==> config.mk <==
export PLATFORM = sky130hd
export DESIGN_NAME = pneumatic_muscle_valve_fsm
export DESIGN_NICKNAME = d
export VERILOG_FILES = /design/src/rtl/core/pmv_pkg.sv /design/src/rtl/core/pmv_in_reg.sv /design/src/rtl/core/pmv_ctrl.sv /design/src/rtl/core/pneumatic_muscle_valve_fsm.sv
export SDC_FILE = /design/constraint.sdc
export NUM_CORES = 1
export LEC_CHECK = 0
export BUFFER_PORTS_ARGS = -buffer_cell sky130_fd_sc_hd__buf_2
export CORE_UTILIZATION = 45
export DETAILED_ROUTE_END_ITERATION = 7
export GPL_ROUTABILITY_DRIVEN = 1
export RECOVER_POWER = 25
export SYNTH_ARGS = -nofsm -noshare
export SYNTH_HDL_FRONTEND = slang
export SYNTH_HIERARCHICAL = 1
export SYNTH_SLANG_ARGS = --single-unit
==> constraint.sdc <==
create_clock -name clk_i -period 5.2 [get_ports clk_i]
set_input_delay 1.04 -clock clk_i [delete_from_list [all_inputs] [get_ports clk_i]]
set_output_delay 1.04 -clock clk_i [all_outputs]
set_load 0.005 [all_outputs]
==> src/rtl/core/pmv_pkg.sv <==
// ----------------------------------------------------------------------------
// pmv_pkg
// Shared types and codes for the pneumatic muscle valve controller.
// ----------------------------------------------------------------------------
package pmv_pkg;

  localparam int unsigned PressW    = 32;
  localparam int unsigned CountW    = 8;
  localparam int unsigned RefractW  = 16;
  localparam int unsigned CfgIdxW   = 2;
  localparam int unsigned CfgDataW  = 16;

  typedef enum logic [1:0] {
    OP_SAMPLE = 2'd0,
    OP_TARGET = 2'd1,
    OP_TICK   = 2'd2,
    OP_NONE   = 2'd3
  } op_e;

  typedef enum logic [2:0] {
    MODE_HOLD    = 3'd0,
    MODE_ZERO    = 3'd1,
    MODE_INFLATE = 3'd2,
    MODE_DEFLATE = 3'd3,
    MODE_REFRACT = 3'd4
  } mode_e;

  typedef enum logic [1:0] {
    DRIVE_OFF   = 2'd0,
    DRIVE_PLUS  = 2'd1,
    DRIVE_MINUS = 2'd3
  } drive_e;

  typedef enum logic [CfgIdxW-1:0] {
    CFG_REFRACT_TICKS = 2'd0,
    CFG_DROP_LIMIT    = 2'd1
  } cfg_idx_e;

  localparam logic [CountW-1:0] DropLimitReset = 8'd3;
  localparam logic [CountW-1:0] CountMax       = 8'hFF;

  typedef struct packed {
    logic [1:0]               op;
    logic signed [PressW-1:0] value;
    logic                     sample_fresh;
    logic [7:0]               read_error_code;
  } in_item_t;

  typedef struct packed {
    logic                     inflate_valve;
    logic                     deflate_valve;
    logic [2:0]               mode_now;
    logic signed [PressW-1:0] measured_pressure;
    logic                     fault_raise;
    logic [7:0]               fault_code;
    logic [CountW-1:0]        drop_run;
  } out_item_t;

endpackage

==> src/rtl/core/pmv_in_reg.sv <==
// ----------------------------------------------------------------------------
// pmv_in_reg
// Input register: captures one item and holds it until the core takes it.
// ----------------------------------------------------------------------------
module pmv_in_reg import pmv_pkg::*; (
  input  logic     clk_i,
  input  logic     rst_ni,
  input  logic     in_valid_i,
  output logic     in_ready_o,
  input  in_item_t in_item_i,
  input  logic     take_i,
  output logic     valid_o,
  output in_item_t item_o
);

  logic     valid_q, valid_d;
  in_item_t item_q;
  logic     load;

  assign in_ready_o = !valid_q || take_i;
  assign load       = in_valid_i && in_ready_o;
  assign valid_d    = load || (valid_q && !take_i);

  always_ff @(posedge clk_i or negedge rst_ni) begin
    if (!rst_ni) begin
      valid_q <= 1'b0;
    end else begin
      valid_q <= valid_d;
    end
  end

  always_ff @(posedge clk_i) begin
    if (load) begin
      item_q <= in_item_i;
    end
  end

  assign valid_o = valid_q;
  assign item_o  = item_q;

endmodule

==> src/rtl/core/pmv_ctrl.sv <==
// ----------------------------------------------------------------------------
// pmv_ctrl
// Mode machine, held pressure and target, drop counter and config registers.
// Applies one item per enabled cycle and forms its result.
// ----------------------------------------------------------------------------
module pmv_ctrl import pmv_pkg::*; (
  input  logic                clk_i,
  input  logic                rst_ni,
  input  logic                cfg_we_i,
  input  logic [CfgIdxW-1:0]  cfg_idx_i,
  input  logic [CfgDataW-1:0] cfg_data_i,
  input  logic                en_i,
  input  in_item_t            item_i,
  output out_item_t           result_o
);

  mode_e                    mode_q, mode_d;
  drive_e                   drive_q, drive_d;
  logic signed [PressW-1:0] press_q, press_d;
  logic signed [PressW-1:0] target_q, target_d;
  logic [RefractW-1:0]      refract_q, refract_d;
  logic [CountW-1:0]        drop_q, drop_d;
  logic [RefractW-1:0]      refract_ticks_q;
  logic [CountW-1:0]        drop_limit_q;
  logic                     raise;
  logic [7:0]               code;
  logic                     dropped;

  // Config registers
  always_ff @(posedge clk_i or negedge rst_ni) begin
    if (!rst_ni) begin
      refract_ticks_q <= '0;
      drop_limit_q    <= DropLimitReset;
    end else if (cfg_we_i) begin
      case (cfg_idx_i)
        CFG_REFRACT_TICKS: refract_ticks_q <= cfg_data_i;
        CFG_DROP_LIMIT:    drop_limit_q    <= cfg_data_i[CountW-1:0];
        default: ;
      endcase
    end
  end

  always_ff @(posedge clk_i or negedge rst_ni) begin
    if (!rst_ni) begin
      mode_q    <= MODE_HOLD;
      drive_q   <= DRIVE_OFF;
      press_q   <= '0;
      target_q  <= '0;
      refract_q <= '0;
      drop_q    <= '0;
    end else if (en_i) begin
      mode_q    <= mode_d;
      drive_q   <= drive_d;
      press_q   <= press_d;
      target_q  <= target_d;
      refract_q <= refract_d;
      drop_q    <= drop_d;
    end
  end

  assign dropped = item_i.sample_fresh && (item_i.read_error_code != 8'd0);

  always_comb begin
    mode_d    = mode_q;
    drive_d   = drive_q;
    press_d   = press_q;
    target_d  = target_q;
    refract_d = refract_q;
    drop_d    = drop_q;
    raise     = 1'b0;
    code      = 8'd0;
    unique case (op_e'(item_i.op))
      OP_SAMPLE: begin
        if (dropped) begin
          // Saturate the run, keep the old pressure
          drop_d = (drop_q == CountMax) ? drop_q : drop_q + 8'd1;
          if (drop_d >= drop_limit_q) begin
            raise = 1'b1;
            code  = item_i.read_error_code;
          end
        end else begin
          if (item_i.sample_fresh) begin
            drop_d = '0;
          end
          press_d = item_i.value;
        end
      end
      OP_TARGET: begin
        if (item_i.value == '0) begin
          mode_d = MODE_ZERO;
        end else if (mode_q == MODE_HOLD || mode_q == MODE_ZERO) begin
          if (item_i.value < press_q) begin
            mode_d   = MODE_DEFLATE;
            target_d = item_i.value;
          end else if (item_i.value > press_q) begin
            mode_d   = MODE_INFLATE;
            target_d = item_i.value;
          end
        end
      end
      OP_TICK: begin
        unique case (mode_q)
          MODE_ZERO: drive_d = DRIVE_MINUS;
          MODE_INFLATE: begin
            if (target_q < press_q) begin
              mode_d  = MODE_REFRACT;
              drive_d = DRIVE_OFF;
            end else begin
              drive_d = DRIVE_PLUS;
            end
          end
          MODE_DEFLATE: begin
            if (target_q > press_q) begin
              mode_d  = MODE_REFRACT;
              drive_d = DRIVE_OFF;
            end else begin
              drive_d = DRIVE_MINUS;
            end
          end
          MODE_REFRACT: begin
            if (refract_q == refract_ticks_q) begin
              mode_d    = MODE_HOLD;
              refract_d = '0;
            end else begin
              refract_d = refract_q + 16'd1;
            end
          end
          default: ;
        endcase
      end
      OP_NONE: ;
      default: ;
    endcase
  end

  always_comb begin
    result_o.inflate_valve     = (drive_d == DRIVE_PLUS);
    result_o.deflate_valve     = (drive_d == DRIVE_MINUS);
    result_o.mode_now          = mode_d;
    result_o.measured_pressure = press_d;
    result_o.fault_raise       = raise;
    result_o.fault_code        = code;
    result_o.drop_run          = drop_d;
  end

  a_fault_has_code: assert property (@(posedge clk_i) disable iff (!rst_ni)
    result_o.fault_raise |-> result_o.fault_code != 8'd0)
    else $error("fault raised without an error code");

  a_drop_only_on_sample: assert property (@(posedge clk_i) disable iff (!rst_ni)
    !(en_i && item_i.op == OP_SAMPLE) |=> $stable(drop_q))
    else $error("drop run changed outside a sample item");

  a_refract_entry: assert property (@(posedge clk_i) disable iff (!rst_ni)
    (en_i && mode_q != MODE_REFRACT && mode_d == MODE_REFRACT)
      |-> (item_i.op == OP_TICK && drive_d == DRIVE_OFF))
    else $error("refract entered without a tick closing the valves");

endmodule

==> src/rtl/core/pneumatic_muscle_valve_fsm.sv <==
// ----------------------------------------------------------------------------
// pneumatic_muscle_valve_fsm
// Bang-bang inflate/deflate valve controller for a pneumatic muscle.
// ----------------------------------------------------------------------------
//   channel | handshake                 | payload
//   --------+---------------------------+------------------------------
//   input   | in_valid_i / in_ready_o   | in_item_i  (in_item_t)
//   output  | out_valid_o / out_ready_i | out_item_o (out_item_t)
//   config  | cfg_we_i (no wait)        | cfg_idx_i, cfg_data_i
//
// One item per cycle sustained while the output is not stalled; an item's
// result is registered after it passes the input register and then the
// result register. Every item gives exactly one result; the mode update and
// compares sit in combinational logic between the two registers.
// A stalled output holds its result while the input register still takes
// one more item. Reset clears the valid flags and controller state and loads the config defaults.
// ----------------------------------------------------------------------------
module pneumatic_muscle_valve_fsm import pmv_pkg::*; (
  input  logic                clk_i,
  input  logic                rst_ni,
  input  logic                in_valid_i,
  output logic                in_ready_o,
  input  in_item_t            in_item_i,
  output logic                out_valid_o,
  input  logic                out_ready_i,
  output out_item_t           out_item_o,
  input  logic                cfg_we_i,
  input  logic [CfgIdxW-1:0]  cfg_idx_i,
  input  logic [CfgDataW-1:0] cfg_data_i
);

  logic      stage_valid;
  in_item_t  stage_item;
  logic      advance;
  out_item_t result;
  logic      out_valid_q, out_valid_d;
  out_item_t out_item_q;

  // Move an item into the result register when that register is free
  assign advance = stage_valid && (!out_valid_q || out_ready_i);

  pmv_in_reg u_in_reg (
    .clk_i      (clk_i),
    .rst_ni     (rst_ni),
    .in_valid_i (in_valid_i),
    .in_ready_o (in_ready_o),
    .in_item_i  (in_item_i),
    .take_i     (advance),
    .valid_o    (stage_valid),
    .item_o     (stage_item)
  );

  pmv_ctrl u_ctrl (
    .clk_i      (clk_i),
    .rst_ni     (rst_ni),
    .cfg_we_i   (cfg_we_i),
    .cfg_idx_i  (cfg_idx_i),
    .cfg_data_i (cfg_data_i),
    .en_i       (advance),
    .item_i     (stage_item),
    .result_o   (result)
  );

  assign out_valid_d = advance || (out_valid_q && !out_ready_i);

  always_ff @(posedge clk_i or negedge rst_ni) begin
    if (!rst_ni) begin
      out_valid_q <= 1'b0;
    end else begin
      out_valid_q <= out_valid_d;
    end
  end

  always_ff @(posedge clk_i) begin
    if (advance) begin
      out_item_q <= result;
    end
  end

  assign out_valid_o = out_valid_q;
  assign out_item_o  = out_item_q;

  a_advance_fills_out: assert property (@(posedge clk_i) disable iff (!rst_ni)
    advance |=> out_valid_q)
    else $error("result register empty after an item advanced");

  a_stage_kept: assert property (@(posedge clk_i) disable iff (!rst_ni)
    (stage_valid && !advance) |=> stage_valid)
    else $error("waiting item dropped from input register");

endmodule

* Yosys cells after proc, flatten, opt, wreduce, memory -nomap -nowiden
Index checks and enable logic that the tools add are counted.
W data, S select, Z words.
** Word-level totals
- Register bits after elaboration :: 216
- Bits in read-only memories :: 0
- RAM bits :: 0
- Word-level logic and storage cells :: 89
- Memories :: 0
- Bits of input ports :: 66
- Bits in latches :: 0
- Output and inout port bits :: 56
** Cells by class
- Multipliers :: 0
- Order comparisons :: 5
- Mux-type cells :: 23
- Reductions and logical operators :: 26
- Eq/ne operators :: 11
- $add $sub $neg :: 2
- Div/mod/pow operators :: 0
- Bitwise gates (word level) :: 1
- Shift-type cells :: 0
** Operators with widths (count)
- $mux W32 :: 4
- $gt A32 B32 Y1 :: 2
- $lt A32 B32 Y1 :: 2
- $logic_not A32 Y1 :: 1
- $mux W8 :: 4
- $mux W3 :: 7
- $add A16 B1 Y16 const B :: 1
- $eq A16 B16 Y1 :: 1
- $mux W16 :: 1
- $pmux W3 S3 :: 1
- $add A8 B1 Y8 const B :: 1
- $eq A8 B8 Y1 const B :: 1
- $ge A8 B8 Y1 :: 1
- $reduce_bool A8 Y1 :: 1
- $eq A2 B1 Y1 const B :: 3
- $eq A3 B2 Y1 const B :: 2
- $pmux W2 S3 :: 1
- $pmux W3 S2 :: 1
- $reduce_and A2 Y1 :: 3
- $reduce_and A3 Y1 :: 2
- $logic_and A1 B1 Y1 :: 5
- $logic_or A1 B1 Y1 :: 5
- $reduce_and A5 Y1 :: 1
- $eq A2 B2 Y1 const B :: 2
- other kinds (9) :: 15

* Longest topological paths before layout
Gate-level depths: netlist (run 1).
- Depth after elaboration :: 6
- Gate-level depth with buffers :: 16
- Gate-level depth less buffers :: 14

* By module
Netlist (run 1), hierarchy kept.
** By module, submodules not included
- pmv_ctrl :: area an instance 7681.1 um2, times used 1, sequential area each 2930.3 um2, cells an instance 766
- pneumatic_muscle_valve_fsm :: area an instance 1665.3 um2, times used 1, sequential area each 1646.6 um2, cells an instance 58
- pmv_in_reg :: area an instance 1345.0 um2, times used 1, sequential area each 1316.3 um2, cells an instance 47

* Least setup slack after synthesis (run 1)
No wires, ideal clock.
- Path kind :: input to register
- Start :: input port out_ready_i
- End :: register u_ctrl.refract_q[13]
- Data arrival time :: 3894 ps
- Slack :: 1174 ps
- Path buffers :: 1
- Data required time :: 5068 ps
- Stages :: 10
- Library setup time :: 132 ps
- Path through :: nand2b_1 > and2_1 > clkbuf_1 > nand3_1 > nor2_1 > nand4_1 > nor2_1 > nand3_1 > xor2_1 > nor2_1
** Between the ends
- Longest elaborated chain between the ends :: 3
** RTL lines
- start: declaration :: RTL line pneumatic_muscle_valve_fsm.sv:25 : input logic out_ready_i,
- $logic_or A1 B1 Y1 :: RTL line pneumatic_muscle_valve_fsm.sv:40 : assign advance = stage_valid && (!out_valid_q || out_ready_i);
- $logic_and A1 B1 Y1 :: RTL line pneumatic_muscle_valve_fsm.sv:40
- named net advance :: RTL line pneumatic_muscle_valve_fsm.sv:34 : logic advance;
- $reduce_and A3 Y1 (no line)
- end signal: assignment :: RTL line pmv_ctrl.sv:56 : refract_q <= refract_d;
- end: declaration :: RTL line pmv_ctrl.sv:21 : logic [RefractW-1:0] refract_q, refract_d;
The timed path passes the listed nets, and every way through them passes these cells.
A chain may end at the register's enable or synchronous reset.

* Worst setup path after layout (run 1)
- Start :: register u_in_reg.item_q (netlist bit u_in_reg/item_o[18])
- End :: register u_ctrl.target_q[12]
** Between the ends
- Longest elaborated chain between the ends :: 3
- Elaborated cells on any way between the ends :: 7
- Classes of those cells :: order compare (2); mux (1); bitwise (1); reduce/logical (3)
** RTL lines
- start: declaration :: RTL line pmv_in_reg.sv:17 : in_item_t item_q;
- start signal: assignment :: RTL line pmv_in_reg.sv:34 : item_q <= in_item_i;
- $gt A32 B32 Y1, or another cell as far along :: RTL line pmv_ctrl.sv:95 : end else if (item_i.value > press_q) begin
- $reduce_bool A2 Y1 (no line) or $not A1 Y1 (tied branches)
- $reduce_and A5 Y1 (no line)
- end signal: assignment :: RTL line pmv_ctrl.sv:55 : target_q <= target_d;
- end: declaration :: RTL line pmv_ctrl.sv:20 : logic signed [PressW-1:0] target_q, target_d;
Several ways; a longest one is shown, not always the timed one.

==> report_table.html, run 1 <==
<table>
<tr><th>Metric</th><th>Value</th></tr>
<tr><th colspan="2">STA</th></tr>
<tr><td>Setup repair after global routing missed its margin</td><td>no</td></tr>
<tr><td>Clock skew after layout</td><td>18.3 ps</td></tr>
<tr><td>Crit share post-route</td><td>0.708</td></tr>
<tr><td>Setup Viol. Count Final</td><td>0</td></tr>
<tr><td>Count of endpoints failing hold in the final timing report</td><td>0</td></tr>
<tr><td>Worst slew margin relative to its limit</td><td>0.305</td></tr>
<tr><td>Slew at the pin with the worst max-slew slack</td><td>1030 ps</td></tr>
<tr><td>Total Neg Setup Slack</td><td>0 ps</td></tr>
<tr><td>Max Slew Vio Count</td><td>0</td></tr>
<tr><td>Final critical path time including I/O delays and setup</td><td>3680 ps</td></tr>
<tr><td>Maximum achievable frequency</td><td>272 MHz</td></tr>
<tr><th colspan="2">Worst setup path</th></tr>
<tr><td>Kind of cell adding the most delay to the critical path</td><td>compound AO/OA/AOI/OAI gates</td></tr>
<tr><td>Critical path peak fanout</td><td>21</td></tr>
<tr><td>Crit path capture type</td><td>register</td></tr>
<tr><td>Startpoint type of the worst setup path</td><td>register</td></tr>
<tr><td>Longest individual stage delay on the worst path</td><td>780 ps</td></tr>
<tr><td>R2r startpoint</td><td>u_in_reg/item_o[18]</td></tr>
<tr><td>Launching element of the worst setup path</td><td>u_in_reg/item_o[18]</td></tr>
<tr><td>Required time of the worst setup path</td><td>5600 ps</td></tr>
<tr><td>Slowest-stage cell, CP</td><td>sky130_fd_sc_hd__o2111a_2</td></tr>
<tr><td>Type of the setup path with the least slack</td><td>register to register</td></tr>
<tr><td>Cell-by-cell listing of the critical path</td><td>ha_1, a21oi_1, o21ai_1, a221oi_1, o22ai_2, nor4_2, o2111a_2, buf_4, mux2_4</td></tr>
<tr><td>Worst path arrival time</td><td>4080 ps</td></tr>
<tr><td>Buf+Inv Stages, Crit Path</td><td>1</td></tr>
<tr><th colspan="2">Global route</th></tr>
<tr><td>Largest net degree at the start of global routing</td><td>70</td></tr>
<tr><td>Global router's overall resource usage</td><td>0.193</td></tr>
<tr><td>First-pass GRT wire length</td><td>37000 um</td></tr>
<tr><td>Initial antenna violation count</td><td>0</td></tr>
<tr><td>GR Overflow Total</td><td>0</td></tr>
<tr><td>Number of global-route vias before repair</td><td>7087</td></tr>
<tr><th colspan="2">Pwr</th></tr>
<tr><td>Power Total</td><td>5.89 mW</td></tr>
<tr><td>Leakage</td><td>5.37 nW</td></tr>
<tr><td>Peak supply drop</td><td>0.208 mV</td></tr>
<tr><td>Power per cell area</td><td>476 nW/um^2</td></tr>
<tr><th colspan="2">Placed design</th></tr>
<tr><td>Total of buffers placed on input and output ports</td><td>121</td></tr>
<tr><td>GPL Wtd Cong</td><td>0.813</td></tr>
<tr><td>Detailed-placement wirelength estimate</td><td>15600 um</td></tr>
<tr><td>Total placed cells including tap cells</td><td>1289</td></tr>
<tr><th colspan="2">Detailed routing</th></tr>
<tr><td>Number of remaining DRC errors</td><td>0</td></tr>
<tr><td>Vias per inst</td><td>5.27</td></tr>
<tr><td>Drt first-iter violations</td><td>369</td></tr>
<tr><td>Routed length per placed instance</td><td>16.8 um</td></tr>
<tr><td>Number of antenna-violating nets in the routed design</td><td>0</td></tr>
<tr><td>Initial DRT Pass Iterations</td><td>4</td></tr>
<tr><td>Via count</td><td>7023</td></tr>
<tr><td>Final routed wirelength across all metal layers</td><td>22400 um</td></tr>
<tr><th colspan="2">Synthesis</th></tr>
<tr><td>Synthesized area divided by synthesized cell count</td><td>12.3 um^2</td></tr>
<tr><td>FF+latch count, synth</td><td>216</td></tr>
<tr><td>Sequential element share of the synthesized area</td><td>0.551</td></tr>
<tr><td>Number of warning messages in the yosys log</td><td>6</td></tr>
<tr><td>Primary flip-flop cell chosen by synthesis mapping</td><td>sky130_fd_sc_hd__dfrtp_1</td></tr>
<tr><td>Total nets after synthesis</td><td>1014</td></tr>
<tr><td>Post-synthesis instance total</td><td>871</td></tr>
<tr><td>Post-synth design cell area</td><td>10700 um^2</td></tr>
<tr><td>Async set or reset register ratio after synthesis</td><td>0.551</td></tr>
<tr><td>Count of flip-flops with a built-in enable after synthesis</td><td>97</td></tr>
<tr><td>Netlist cell types</td><td>64</td></tr>
<tr><th colspan="2">Job</th></tr>
<tr><td>Count of max-cap constraint violations</td><td>0</td></tr>
<tr><th colspan="2">Clock tree</th></tr>
<tr><td>Clock tree from TritonCTS</td><td>built</td></tr>
<tr><td>Setup Buffers After CTS</td><td>0</td></tr>
<tr><td>Hold buffer count at cts</td><td>0</td></tr>
<tr><td>Clock Root Buffer</td><td>sky130_fd_sc_hd__clkbuf_16</td></tr>
<tr><td>TritonCTS sink count</td><td>216</td></tr>
<tr><td>Gates resized, CTS repair</td><td>0</td></tr>
<tr><td>Maximum buffer depth of the clock tree</td><td>3</td></tr>
<tr><td>Register clock-pin slew on the reported worst setup and hold paths</td><td>60 ps</td></tr>
<tr><td>Worst-skew pair later-pin latency</td><td>520 ps</td></tr>
<tr><td>H-tree Lvls</td><td>1</td></tr>
<tr><td>Inserted Clock Buffers</td><td>24</td></tr>
<tr><th colspan="2">Floorplan</th></tr>
<tr><td>Horiz. Die Dim</td><td>156 um</td></tr>
<tr><td>Die Area</td><td>24400 um^2</td></tr>
<tr><td>Vertical die dimension</td><td>156 um</td></tr>
<tr><td>I/O Pins</td><td>122</td></tr>
<tr><td>Initial core utilization</td><td>0.457</td></tr>
<tr><td>Placeable core region</td><td>23400 um^2</td></tr>
<tr><td>Number of cell rows</td><td>56</td></tr>
<tr><th colspan="2">Finish</th></tr>
<tr><td>Final non-filler cell total</td><td>1333</td></tr>
<tr><td>Layout overhead on the synthesized area</td><td>15.8%</td></tr>
<tr><td>Diodes inserted</td><td>0</td></tr>
<tr><td># nets final</td><td>1139</td></tr>
<tr><td>Proportion of layout cells with a drive suffix above 1</td><td>0.229</td></tr>
<tr><td>Most frequent cells in the layout</td><td>sky130_fd_sc_hd__buf_2, sky130_fd_sc_hd__dfrtp_1, sky130_fd_sc_hd__edfxtp_1, sky130_fd_sc_hd__ha_1, sky130_fd_sc_hd__nand2_1</td></tr>
<tr><th colspan="2">Status</th></tr>
<tr><td>Run status</td><td>completed</td></tr>
<tr><th colspan="2">Min path</th></tr>
<tr><td>Class of the tightest hold or removal check</td><td>register to register</td></tr>
<tr><td>Startpoint of the worst hold path</td><td>u_ctrl/target_q[29]</td></tr>
</table>
layer usage:
metal | GRT usage | up-vias | routed length, um
met5 | 0 | - | 0
met4 | 0.0462 | 0 | 437
met3 | 0.0283 | 34 | 731
met2 | 0.309 | 126 | 10200
met1 | 0.274 | 3417 | 11000
li1 | - | 3446 | -
cell usage after synthesis, types with 7 or more instances:
cell | instances | area [um^2]
sky130_fd_sc_hd__nor2_1 | 31 | 116
sky130_fd_sc_hd__xnor2_1 | 21 | 184
sky130_fd_sc_hd__nor3b_1 | 11 | 82.6
sky130_fd_sc_hd__and3_1 | 9 | 56.3
sky130_fd_sc_hd__nand2_1 | 74 | 278
sky130_fd_sc_hd__dfrtp_1 | 117 | 2930
sky130_fd_sc_hd__o21ai_1 | 13 | 65.1
sky130_fd_sc_hd__ha_1 | 77 | 963
sky130_fd_sc_hd__nor4_1 | 15 | 93.8
sky130_fd_sc_hd__nand3_1 | 24 | 120
sky130_fd_sc_hd__edfxtp_1 | 97 | 2910
sky130_fd_sc_hd__clkbuf_1 | 21 | 78.8
sky130_fd_sc_hd__nand2b_1 | 7 | 43.8
sky130_fd_sc_hd__a21oi_1 | 37 | 185
sky130_fd_sc_hd__o21ai_0 | 45 | 225
sky130_fd_sc_hd__mux2_1 | 34 | 383
sky130_fd_sc_hd__nand4_1 | 22 | 138
sky130_fd_sc_hd__inv_1 | 54 | 203
sky130_fd_sc_hd__xor2_1 | 8 | 70.1
sky130_fd_sc_hd__mux2_4 | 28 | 420
sky130_fd_sc_hd__mux2_2 | 33 | 372
metrics by stage:
step	instance area, um^2	setup WS, ps	hold slack [ps]	util
after floorplan	10700	1170	462	-
after global placement	11600	1590	476	0.496
after detailed placement	11600	1510	490	0.496
after CTS	12400	1500	504	0.530
after global routing	12400	1250	516	0.529
final	12400	1520	505	0.529
cell families (layout without fill, tap and decap cells):
| family | Yosys count | count (layout) | synth area share |
|---|---|---|---|
| flops | 216 | 216 | 0.551 |
| simple gates | 225 | 225 | 0.108 |
| compound gates | 144 | 144 | 0.0825 |
| xor+xnor | 29 | 29 | 0.0238 |
| buf+inv | 83 | 226 | 0.0323 |
| fa+ha+maj | 77 | 77 | 0.0901 |
| mux | 97 | 97 | 0.112 |
path summary, 6_finish.rpt:
| check | endpoint | slack, ps | depth (start not counted) |
|---|---|---|---|
| max reg2reg | u_ctrl/target_q[12] | 1520 | 9 |
| min in group asynchronous | u_ctrl/drop_q[3] | 640 | 1 |
| min reg2reg | u_ctrl/target_q[29] | 500 | 1 |
| max | u_ctrl/target_q[12] | 1520 | 9 |
| min | u_ctrl/target_q[29] | 500 | 1 |
| max in group asynchronous | u_ctrl/drop_limit_q[0] | 3600 | 2 |
report_power, final:
group	total [mW]	internal [mW]	switching, mW	leakage (nW)
sequential	2.49	2.23	0.255	2.43
clock	1.66	0.997	0.667	0.386
combinational	1.74	0.824	0.920	2.55
state kept, by name, indices dropped and copies added, names as in the netlist, 2 cells and up:
name and cells:
out_item_o 54, u_in_reg/item_o 43, u_ctrl/press_q 32, u_ctrl/target_q 32, u_ctrl/refract_q 16, u_ctrl/refract_ticks_q 16
u_ctrl/drop_limit_q 8, u_ctrl/drop_q 8, u_ctrl/mode_q 3, u_ctrl/drive_q 2
cell type report:
cell class / instances / area, um^2
inverter: 55 / 206
sequential: 216 / 5890
tap: 319 / 399
clock inverter: 8 / 61.3
clock buffer: 36 / 717
multi-input combinational: 572 / 4460
timing repair buffer: 127 / 646
fill: 2088 / 11000
Power figures use the tool's default switching activity.
==> inputs of run 2 (changes only) <==
==> constraint.sdc (replaced) <==
create_clock -name clk_i -period 3.5 [get_ports clk_i]
set_input_delay 0.7 -clock clk_i [delete_from_list [all_inputs] [get_ports clk_i]]
set_output_delay 0.7 -clock clk_i [all_outputs]
set_load 0.005 [all_outputs]
==> report_table.html, run 2 (same netlist as run 1, synthesis figures left out) <==
<table>
<tr><th>Metric</th><th>Value</th></tr>
<tr><th colspan="2">Pwr</th></tr>
<tr><td>Clock network fraction of total power</td><td>0.312 (+0.030)</td></tr>
<tr><td>Peak supply drop</td><td>0.440 mV (+110%)</td></tr>
<tr><td>Switch Pwr</td><td>2.74 mW (+49%)</td></tr>
<tr><td>Reg power frac</td><td>0.403 (-0.019)</td></tr>
<tr><td>Switching part of the total power</td><td>0.300 (-0.0125)</td></tr>
<tr><td>Power Total</td><td>9.12 mW (+55%)</td></tr>
<tr><td>Leakage</td><td>5.45 nW (+1.6%)</td></tr>
<tr><td>Internal power contribution</td><td>6.38 mW (+58%)</td></tr>
<tr><td>Combinational Power Share</td><td>0.285 (-0.011)</td></tr>
<tr><td>Power per cell area</td><td>726 nW/um^2 (+53%)</td></tr>
<tr><th colspan="2">Global route</th></tr>
<tr><td>Initial antenna violation count</td><td>0 (unchanged)</td></tr>
<tr><td>Global router's overall resource usage</td><td>0.185 (-0.00785)</td></tr>
<tr><td>Largest net degree at the start of global routing</td><td>74 (+5.7%)</td></tr>
<tr><td>GR Overflow Total</td><td>0 (unchanged)</td></tr>
<tr><td>Number of global-route vias before repair</td><td>6891 (-2.8%)</td></tr>
<tr><td>First-pass GRT wire length</td><td>35700 um (-3.4%)</td></tr>
<tr><th colspan="2">Floorplan</th></tr>
<tr><td>Initial core utilization</td><td>0.457 (unchanged)</td></tr>
<tr><td>Number of cell rows</td><td>56 (unchanged)</td></tr>
<tr><td>I/O Pins</td><td>122 (unchanged)</td></tr>
<tr><td>Placeable core region</td><td>23400 um^2 (unchanged)</td></tr>
<tr><td>Die Area</td><td>24400 um^2 (unchanged)</td></tr>
<tr><td>Vertical die dimension</td><td>156 um (unchanged)</td></tr>
<tr><td>Horiz. Die Dim</td><td>156 um (unchanged)</td></tr>
<tr><th colspan="2">Status</th></tr>
<tr><td>Run status</td><td>complete, but fails checks</td></tr>
<tr><td>Failing checks</td><td>capacitance limit, slew limit</td></tr>
<tr><th colspan="2">Finish</th></tr>
<tr><td>Area taken by flip-flops and latches</td><td>5890 um^2 (unchanged)</td></tr>
<tr><td>Final instance area</td><td>12600 um^2 (+1.4%)</td></tr>
<tr><td>Max reg flops</td><td>54 (unchanged)</td></tr>
<tr><td>Final non-filler cell total</td><td>1336 (+0.23%)</td></tr>
<tr><td>Most frequent cells in the layout</td><td>sky130_fd_sc_hd__buf_2, sky130_fd_sc_hd__dfrtp_1, sky130_fd_sc_hd__edfxtp_1, sky130_fd_sc_hd__ha_1, sky130_fd_sc_hd__nand2_1</td></tr>
<tr><td>Final-layout fill cell count</td><td>2082 (-0.29%)</td></tr>
<tr><td>Util after Layout</td><td>0.537 (+0.00754)</td></tr>
<tr><td>Combined area of the multi-input logic cells</td><td>4460 um^2 (about the same)</td></tr>
<tr><td>Proportion of layout cells with a drive suffix above 1</td><td>0.236 (+0.00719)</td></tr>
<tr><td># nets final</td><td>1142 (+0.26%)</td></tr>
<tr><td>Layout overhead on the synthesized area</td><td>17.5%</td></tr>
<tr><td>Diodes inserted</td><td>0 (unchanged)</td></tr>
<tr><th colspan="2">Clock tree</th></tr>
<tr><td>Worst-skew pair later-pin latency</td><td>520 ps (about the same)</td></tr>
<tr><td>Setup Buffers After CTS</td><td>0 (unchanged)</td></tr>
<tr><td>Register clock-pin slew on the reported worst setup and hold paths</td><td>60 ps (about the same)</td></tr>
<tr><td>Inserted Clock Buffers</td><td>24 (unchanged)</td></tr>
<tr><td>Maximum buffer depth of the clock tree</td><td>3 (unchanged)</td></tr>
<tr><td>Clock Root Buffer</td><td>sky130_fd_sc_hd__clkbuf_16</td></tr>
<tr><td>Clock tree from TritonCTS</td><td>built</td></tr>
<tr><td>H-tree Lvls</td><td>1 (unchanged)</td></tr>
<tr><td>TritonCTS sink count</td><td>216 (unchanged)</td></tr>
<tr><th colspan="2">STA</th></tr>
<tr><td>Crit share post-route</td><td>0.914 (+0.206)</td></tr>
<tr><td>Post-route worst hold slack</td><td>348 ps (-156 ps)</td></tr>
<tr><td>Maximum achievable frequency</td><td>313 MHz (+15%)</td></tr>
<tr><td>Setup Viol. Count Final</td><td>0 (unchanged)</td></tr>
<tr><td>Post-layout worst setup margin</td><td>303 ps (-1220 ps)</td></tr>
<tr><td>Clock skew after layout</td><td>18.9 ps (+0.571 ps)</td></tr>
<tr><td>Max Slew Vio Count</td><td>48 (+48)</td></tr>
<tr><td>Final critical path time including I/O delays and setup</td><td>3200 ps (-482 ps)</td></tr>
<tr><td>Count of endpoints failing hold in the final timing report</td><td>0 (unchanged)</td></tr>
<tr><td>Slew at the pin with the worst max-slew slack</td><td>2760 ps (+1730 ps)</td></tr>
<tr><td>Worst slew margin relative to its limit</td><td>-0.841 (-1.15)</td></tr>
<tr><td>Total Neg Setup Slack</td><td>0 ps (unchanged)</td></tr>
<tr><td>Setup repair after global routing missed its margin</td><td>no</td></tr>
<tr><th colspan="2">Placed design</th></tr>
<tr><td>GPL Wtd Cong</td><td>0.805 (-0.90%)</td></tr>
<tr><td>Total of buffers placed on input and output ports</td><td>121 (unchanged)</td></tr>
<tr><td>Placed cell area</td><td>11700 um^2 (+0.41%)</td></tr>
<tr><td>Setup slack after placement</td><td>224 ps (-1290 ps)</td></tr>
<tr><td>Total placed cells including tap cells</td><td>1292 (+0.23%)</td></tr>
<tr><td>Detailed-placement wirelength estimate</td><td>15400 um (-0.78%)</td></tr>
<tr><th colspan="2">Detailed routing</th></tr>
<tr><td>Vias per inst</td><td>5.21 (-1.1%)</td></tr>
<tr><td>Number of antenna-violating nets in the routed design</td><td>0 (unchanged)</td></tr>
<tr><td>Number of remaining DRC errors</td><td>0 (unchanged)</td></tr>
<tr><td>Via count</td><td>6962 (-0.87%)</td></tr>
<tr><td>Initial DRT Pass Iterations</td><td>7 (+3)</td></tr>
<tr><td>Final routed wirelength across all metal layers</td><td>22000 um (-1.9%)</td></tr>
<tr><td>Routed length per placed instance</td><td>16.5 um (-2.1%)</td></tr>
<tr><td>Drt first-iter violations</td><td>262 (-29%)</td></tr>
<tr><th colspan="2">Worst setup path</th></tr>
<tr><td>Worst R2R Setup Slack</td><td>300 ps (-1220 ps)</td></tr>
<tr><td>Required time of the worst setup path</td><td>3740 ps (-1860 ps)</td></tr>
<tr><td>Critical path peak fanout</td><td>9 (-57%)</td></tr>
<tr><td>Type of the setup path with the least slack</td><td>register to register</td></tr>
<tr><td>Worst path arrival time</td><td>3430 ps (-650 ps)</td></tr>
<tr><td>Startpoint type of the worst setup path</td><td>register</td></tr>
<tr><td>Crit path capture type</td><td>register</td></tr>
<tr><th colspan="2">Min path</th></tr>
<tr><td>Class of the tightest hold or removal check</td><td>input pin to register</td></tr>
<tr><th colspan="2">Job</th></tr>
<tr><td>Count of max-cap constraint violations</td><td>1 (+1)</td></tr>
</table>
run 2: cell types whose count changed in the layout (fill, tap and decap cells not counted), sizes merged:
| cell | delta |
|---|---|
| bufinv | +5 |
| inv | +1 |
| clkbuf | -3 |
| buf | +3 |
| clkinv | -3 |
run 2: power groups by stage:
stage | combinational (mW) | sequential, mW | clock [mW]
floorplan | 1.93 | 3.61 | 0
global placement | 2.56 | 3.72 | 0
detailed placement | 2.60 | 3.72 | 0
CTS | 2.62 | 3.68 | 2.93
global route | 2.96 | 3.75 | 3.01
finish | 2.60 | 3.68 | 2.84
run 2: per-layer routing:
| metal | vias to the layer above | track usage | wire [um] |
|---|---|---|---|
| met4 | 0 | 0.0411 | 393 |
| met1 | 3355 | 0.254 | 10400 |
| met5 | - | 0 | 0 |
| li1 | 3445 | - | - |
| met3 | 18 | 0.0269 | 757 |
| met2 | 144 | 0.309 | 10400 |
run 2: worst paths after layout:
check                                     from                        end  cells past startpoint
max                           u_ctrl/drop_q[0]             out_item_o[13]                     14
min in group asynchronous               rst_ni          u_ctrl/press_q[6]                      1
max reg2reg                   u_ctrl/drop_q[0]             out_item_o[13]                     14
max in group asynchronous               rst_ni  u_ctrl/refract_ticks_q[8]                      2
min reg2reg                u_ctrl/target_q[29]        u_ctrl/target_q[29]                      1
min                              in_item_i[17]        u_in_reg/item_o[17]                      1
run 2: worst max-delay path: stages, from the launching register on:
cell,delay [ps]
sky130_fd_sc_hd__dfrtp_1,440
sky130_fd_sc_hd__ha_1,230
sky130_fd_sc_hd__and2_1,190
sky130_fd_sc_hd__and2_1,170
sky130_fd_sc_hd__nand3_1,190
sky130_fd_sc_hd__mux2i_1,240
sky130_fd_sc_hd__inv_1,60
sky130_fd_sc_hd__ha_1,270
sky130_fd_sc_hd__a21o_1,160
sky130_fd_sc_hd__a21o_1,170
sky130_fd_sc_hd__a21o_1,160
sky130_fd_sc_hd__a21o_1,170
sky130_fd_sc_hd__a21oi_1,140
sky130_fd_sc_hd__o21a_2,250
sky130_fd_sc_hd__nor3b_1,80
run 2: layout make-up:
type                       count  area share
timing repair buffer         130      0.0545
clock inverter                11      0.0173
multi-input combinational    572       0.355
inverter                      55      0.0164
clock buffer                  33      0.0555
sequential                   216       0.469
tap                          319      0.0318
run 2: timing repair:
| action | 4_1_cts | 5_1_grt |
|---|---|---|
| endpoints found under the setup margin | 0 | 8 |
| hold buffers | 0 | 0 |
| gates resized for setup | 0 | 1 |
==> inputs of run 3 (changes only) <==
--- a/config.mk
+++ b/config.mk
@@ -6,9 +6,10 @@
 export NUM_CORES = 1
 export LEC_CHECK = 0
 export BUFFER_PORTS_ARGS = -buffer_cell sky130_fd_sc_hd__buf_2
-export CORE_UTILIZATION = 45
+export CORE_UTILIZATION = 55
 export DETAILED_ROUTE_END_ITERATION = 7
 export GPL_ROUTABILITY_DRIVEN = 1
+export PLACE_DENSITY = 0.76
 export RECOVER_POWER = 25
 export SYNTH_ARGS = -nofsm -noshare
 export SYNTH_HDL_FRONTEND = slang
==> report_table.html, run 3 (same netlist as run 1, synthesis figures left out) <==
<table>
<tr><th>Metric</th><th>Value</th></tr>
<tr><th colspan="2">Status</th></tr>
<tr><td>Run status</td><td>complete, but fails checks</td></tr>
<tr><td>Failing checks</td><td>capacitance limit, slew limit</td></tr>
<tr><th colspan="2">Pwr</th></tr>
<tr><td>Power Total</td><td>8.58 mW (-5.9%)</td></tr>
<tr><td>Peak supply drop</td><td>0.425 mV (-3.3%)</td></tr>
<tr><td>Power per cell area</td><td>698 nW/um^2 (-3.8%)</td></tr>
<tr><td>Leakage</td><td>5.35 nW (-1.8%)</td></tr>
<tr><th colspan="2">STA</th></tr>
<tr><td>Worst slew margin relative to its limit</td><td>-0.257 (+0.584)</td></tr>
<tr><td>Setup Viol. Count Final</td><td>0 (unchanged)</td></tr>
<tr><td>Slew at the pin with the worst max-slew slack</td><td>1890 ps (-876 ps)</td></tr>
<tr><td>Setup repair after global routing missed its margin</td><td>no</td></tr>
<tr><td>Count of endpoints failing hold in the final timing report</td><td>0 (unchanged)</td></tr>
<tr><td>Final critical path time including I/O delays and setup</td><td>3240 ps (+45.9 ps)</td></tr>
<tr><td>Post-route worst hold slack</td><td>367 ps (+18.3 ps)</td></tr>
<tr><td>Clock skew after layout</td><td>16.8 ps (-2.08 ps)</td></tr>
<tr><td>Crit share post-route</td><td>0.927 (+0.0131)</td></tr>
<tr><td>Maximum achievable frequency</td><td>308 MHz (-1.4%)</td></tr>
<tr><td>Post-layout worst setup margin</td><td>257 ps (-45.9 ps)</td></tr>
<tr><td>Max Slew Vio Count</td><td>71 (+48%)</td></tr>
<tr><td>Total Neg Setup Slack</td><td>0 ps (unchanged)</td></tr>
<tr><th colspan="2">Finish</th></tr>
<tr><td>Diodes inserted</td><td>0 (unchanged)</td></tr>
<tr><td>Combined area of the multi-input logic cells</td><td>4460 um^2 (unchanged)</td></tr>
<tr><td>Final-layout fill cell count</td><td>1485 (-29%)</td></tr>
<tr><td>Util after Layout</td><td>0.651 (+0.114)</td></tr>
<tr><td># nets final</td><td>1143 (+0.088%)</td></tr>
<tr><td>Max reg flops</td><td>54 (unchanged)</td></tr>
<tr><td>Final instance area</td><td>12300 um^2 (-2.1%)</td></tr>
<tr><td>Proportion of layout cells with a drive suffix above 1</td><td>0.226 (-0.00961)</td></tr>
<tr><td>Final non-filler cell total</td><td>1276 (-4.5%)</td></tr>
<tr><td>Layout overhead on the synthesized area</td><td>15.0%</td></tr>
<tr><td>Area taken by flip-flops and latches</td><td>5890 um^2 (unchanged)</td></tr>
<tr><td>Most frequent cells in the layout</td><td>sky130_fd_sc_hd__buf_2, sky130_fd_sc_hd__dfrtp_1, sky130_fd_sc_hd__edfxtp_1, sky130_fd_sc_hd__ha_1, sky130_fd_sc_hd__nand2_1</td></tr>
<tr><th colspan="2">Global route</th></tr>
<tr><td>Met2 global-route usage</td><td>0.391 (+0.0824)</td></tr>
<tr><td>GR Overflow Total</td><td>0 (unchanged)</td></tr>
<tr><td>GR Util met1</td><td>0.284 (+0.0300)</td></tr>
<tr><td>Most congested layer reported by global routing</td><td>met2</td></tr>
<tr><td>First-pass GRT wire length</td><td>34800 um (-2.6%)</td></tr>
<tr><td>Global router's overall resource usage</td><td>0.220 (+0.0352)</td></tr>
<tr><td>Number of global-route vias before repair</td><td>6984 (+1.3%)</td></tr>
<tr><td>Initial antenna violation count</td><td>0 (unchanged)</td></tr>
<tr><td>GR Layer Usage met3</td><td>0.0297 (+0.00276)</td></tr>
<tr><td>Largest net degree at the start of global routing</td><td>75 (+1.4%)</td></tr>
<tr><th colspan="2">Job</th></tr>
<tr><td>Count of max-cap constraint violations</td><td>1 (unchanged)</td></tr>
<tr><th colspan="2">Detailed routing</th></tr>
<tr><td>Number of remaining DRC errors</td><td>0 (unchanged)</td></tr>
<tr><td>Initial DRT Pass Iterations</td><td>5 (-2)</td></tr>
<tr><td>Via count</td><td>7051 (+1.3%)</td></tr>
<tr><td>Routed length per placed instance</td><td>16.7 um (+1.7%)</td></tr>
<tr><td>Number of antenna-violating nets in the routed design</td><td>0 (unchanged)</td></tr>
<tr><td>Final routed wirelength across all metal layers</td><td>21400 um (-2.9%)</td></tr>
<tr><td>Drt first-iter violations</td><td>318 (+21%)</td></tr>
<tr><td>Vias per inst</td><td>5.53 (+6.0%)</td></tr>
<tr><th colspan="2">Min path</th></tr>
<tr><td>Class of the tightest hold or removal check</td><td>input pin to register</td></tr>
<tr><td>Startpoint of the worst hold path</td><td>in_item_i[34]</td></tr>
<tr><th colspan="2">Placed design</th></tr>
<tr><td>Total placed cells including tap cells</td><td>1235 (-4.4%)</td></tr>
<tr><td>Total of buffers placed on input and output ports</td><td>121 (unchanged)</td></tr>
<tr><td>Placed cell area</td><td>11600 um^2 (-0.40%)</td></tr>
<tr><td>Setup slack after placement</td><td>193 ps (-30.8 ps)</td></tr>
<tr><td>Detailed-placement wirelength estimate</td><td>15000 um (-2.8%)</td></tr>
<tr><td>GPL Wtd Cong</td><td>0.844 (+4.8%)</td></tr>
<tr><th colspan="2">Floorplan</th></tr>
<tr><td>Horiz. Die Dim</td><td>141 um (-9.4%)</td></tr>
<tr><td>Vertical die dimension</td><td>141 um (-9.4%)</td></tr>
<tr><td>Number of cell rows</td><td>50 (-11%)</td></tr>
<tr><td>Initial core utilization</td><td>0.566 (+0.109)</td></tr>
<tr><td>Placeable core region</td><td>18900 um^2 (-19%)</td></tr>
<tr><td>Die Area</td><td>20000 um^2 (-18%)</td></tr>
<tr><td>I/O Pins</td><td>122 (unchanged)</td></tr>
<tr><th colspan="2">Worst setup path</th></tr>
<tr><td>Worst R2R Setup Slack</td><td>260 ps (-50 ps)</td></tr>
<tr><td>Longest individual stage delay on the worst path</td><td>440 ps (about the same)</td></tr>
<tr><td>Critical path peak fanout</td><td>9 (unchanged)</td></tr>
<tr><td>Worst reg2reg path depth</td><td>14 (unchanged)</td></tr>
<tr><td>Slowest-stage cell, CP</td><td>sky130_fd_sc_hd__dfrtp_1</td></tr>
<tr><td>Type of the setup path with the least slack</td><td>register to register</td></tr>
<tr><td>Crit path capture type</td><td>register</td></tr>
<tr><td>Critical path's most frequent cell</td><td>sky130_fd_sc_hd__a21o_1</td></tr>
<tr><td>Reg-to-Reg End</td><td>out_item_o[15]</td></tr>
<tr><td>Cell-by-cell listing of the critical path</td><td>ha_1, and2_1, and2_1, nand3_1, mux2i_1, inv_1, ha_1, a21o_1, a21o_1, a21o_1, a21o_1, a21oi_1, o21a_2, nor3b_1</td></tr>
<tr><td>Worst setup endpoint</td><td>out_item_o[15]</td></tr>
<tr><td>Cell depth of the worst setup path</td><td>14 (unchanged)</td></tr>
<tr><td>Required time of the worst setup path</td><td>3720 ps (-20 ps)</td></tr>
<tr><td>Kind of cell adding the most delay to the critical path</td><td>compound AO/OA/AOI/OAI gates</td></tr>
<tr><td>Startpoint type of the worst setup path</td><td>register</td></tr>
<tr><td>R2r startpoint</td><td>u_ctrl/drop_q[0]</td></tr>
<tr><td>Launching element of the worst setup path</td><td>u_ctrl/drop_q[0]</td></tr>
<tr><td>Worst path arrival time</td><td>3460 ps (+30 ps)</td></tr>
<tr><td>Buf+Inv Stages, Crit Path</td><td>1 (unchanged)</td></tr>
<tr><th colspan="2">Clock tree</th></tr>
<tr><td>Inserted Clock Buffers</td><td>23 (-4.2%)</td></tr>
<tr><td>Clock Root Buffer</td><td>sky130_fd_sc_hd__clkbuf_16</td></tr>
<tr><td>Hold buffer count at cts</td><td>0 (unchanged)</td></tr>
<tr><td>Clock tree from TritonCTS</td><td>built</td></tr>
<tr><td>H-tree Lvls</td><td>1 (unchanged)</td></tr>
<tr><td>Worst-skew pair later-pin latency</td><td>500 ps (-20 ps)</td></tr>
<tr><td>Maximum buffer depth of the clock tree</td><td>3 (unchanged)</td></tr>
<tr><td>Register clock-pin slew on the reported worst setup and hold paths</td><td>60 ps (about the same)</td></tr>
<tr><td>TritonCTS sink count</td><td>216 (unchanged)</td></tr>
</table>
[run 3: metal layers]
| metal | vias up | wire length (um) |
|---|---|---|
| met4 | 0 | 380 |
| met3 | 29 | 861 |
| met1 | 3415 | 9520 |
| met5 | - | 0 |
| met2 | 149 | 10600 |
| li1 | 3458 | - |
[run 3: layout make-up]
type,instances,area share
Sequential cell,216,0.479
Multi-Input combinational cell,572,0.363
Timing Repair Buffer,132,0.0574
Clock buffer,31,0.0493
Tap cell,260,0.0265
Inverter,55,0.0168
Clock inverter,10,0.00753
[run 3: worst min path at each step]
| stage | end | slack (ps) | cells past startpoint |
|---|---|---|---|
| after floorplan | out_valid_o | 400 | 0 |
| after global placement | u_ctrl/target_q[31] | 470 | 1 |
| after detailed placement | u_ctrl/target_q[30] | 480 | 1 |
| after CTS | u_in_reg/item_o[32] | 350 | 1 |
| after global routing | u_in_reg/item_o[34] | 350 | 1 |
| final | u_in_reg/item_o[34] | 370 | 1 |
[run 3: worst reg2reg max path: stages (launching register included)]
cell and delay, ps:
sky130_fd_sc_hd__dfrtp_1 440, sky130_fd_sc_hd__ha_1 240, sky130_fd_sc_hd__and2_1 190, sky130_fd_sc_hd__and2_1 170
sky130_fd_sc_hd__nand3_1 190, sky130_fd_sc_hd__mux2i_1 260, sky130_fd_sc_hd__inv_1 60, sky130_fd_sc_hd__ha_1 270
sky130_fd_sc_hd__a21o_1 160, sky130_fd_sc_hd__a21o_1 170, sky130_fd_sc_hd__a21o_1 170, sky130_fd_sc_hd__a21o_1 170
sky130_fd_sc_hd__a21oi_1 130, sky130_fd_sc_hd__o21a_2 250, sky130_fd_sc_hd__nor3b_1 90
[run 3: power breakdown]
| group | internal (mW) | switching, mW |
|---|---|---|
| Clock | 1.35 | 0.921 |
| Sequential | 3.31 | 0.379 |
| Combinational | 1.23 | 1.38 |
| Total | 5.90 | 2.68 |
[run 3: what timing repair did]
| item | in CTS | in global routing |
|---|---|---|
| gates resized for setup | 0 | 1 |
| buffers inserted | 0 | 0 |
| endpoints found under the setup margin | 0 | 9 |
| endpoints found under the hold margin | 0 | 0 |
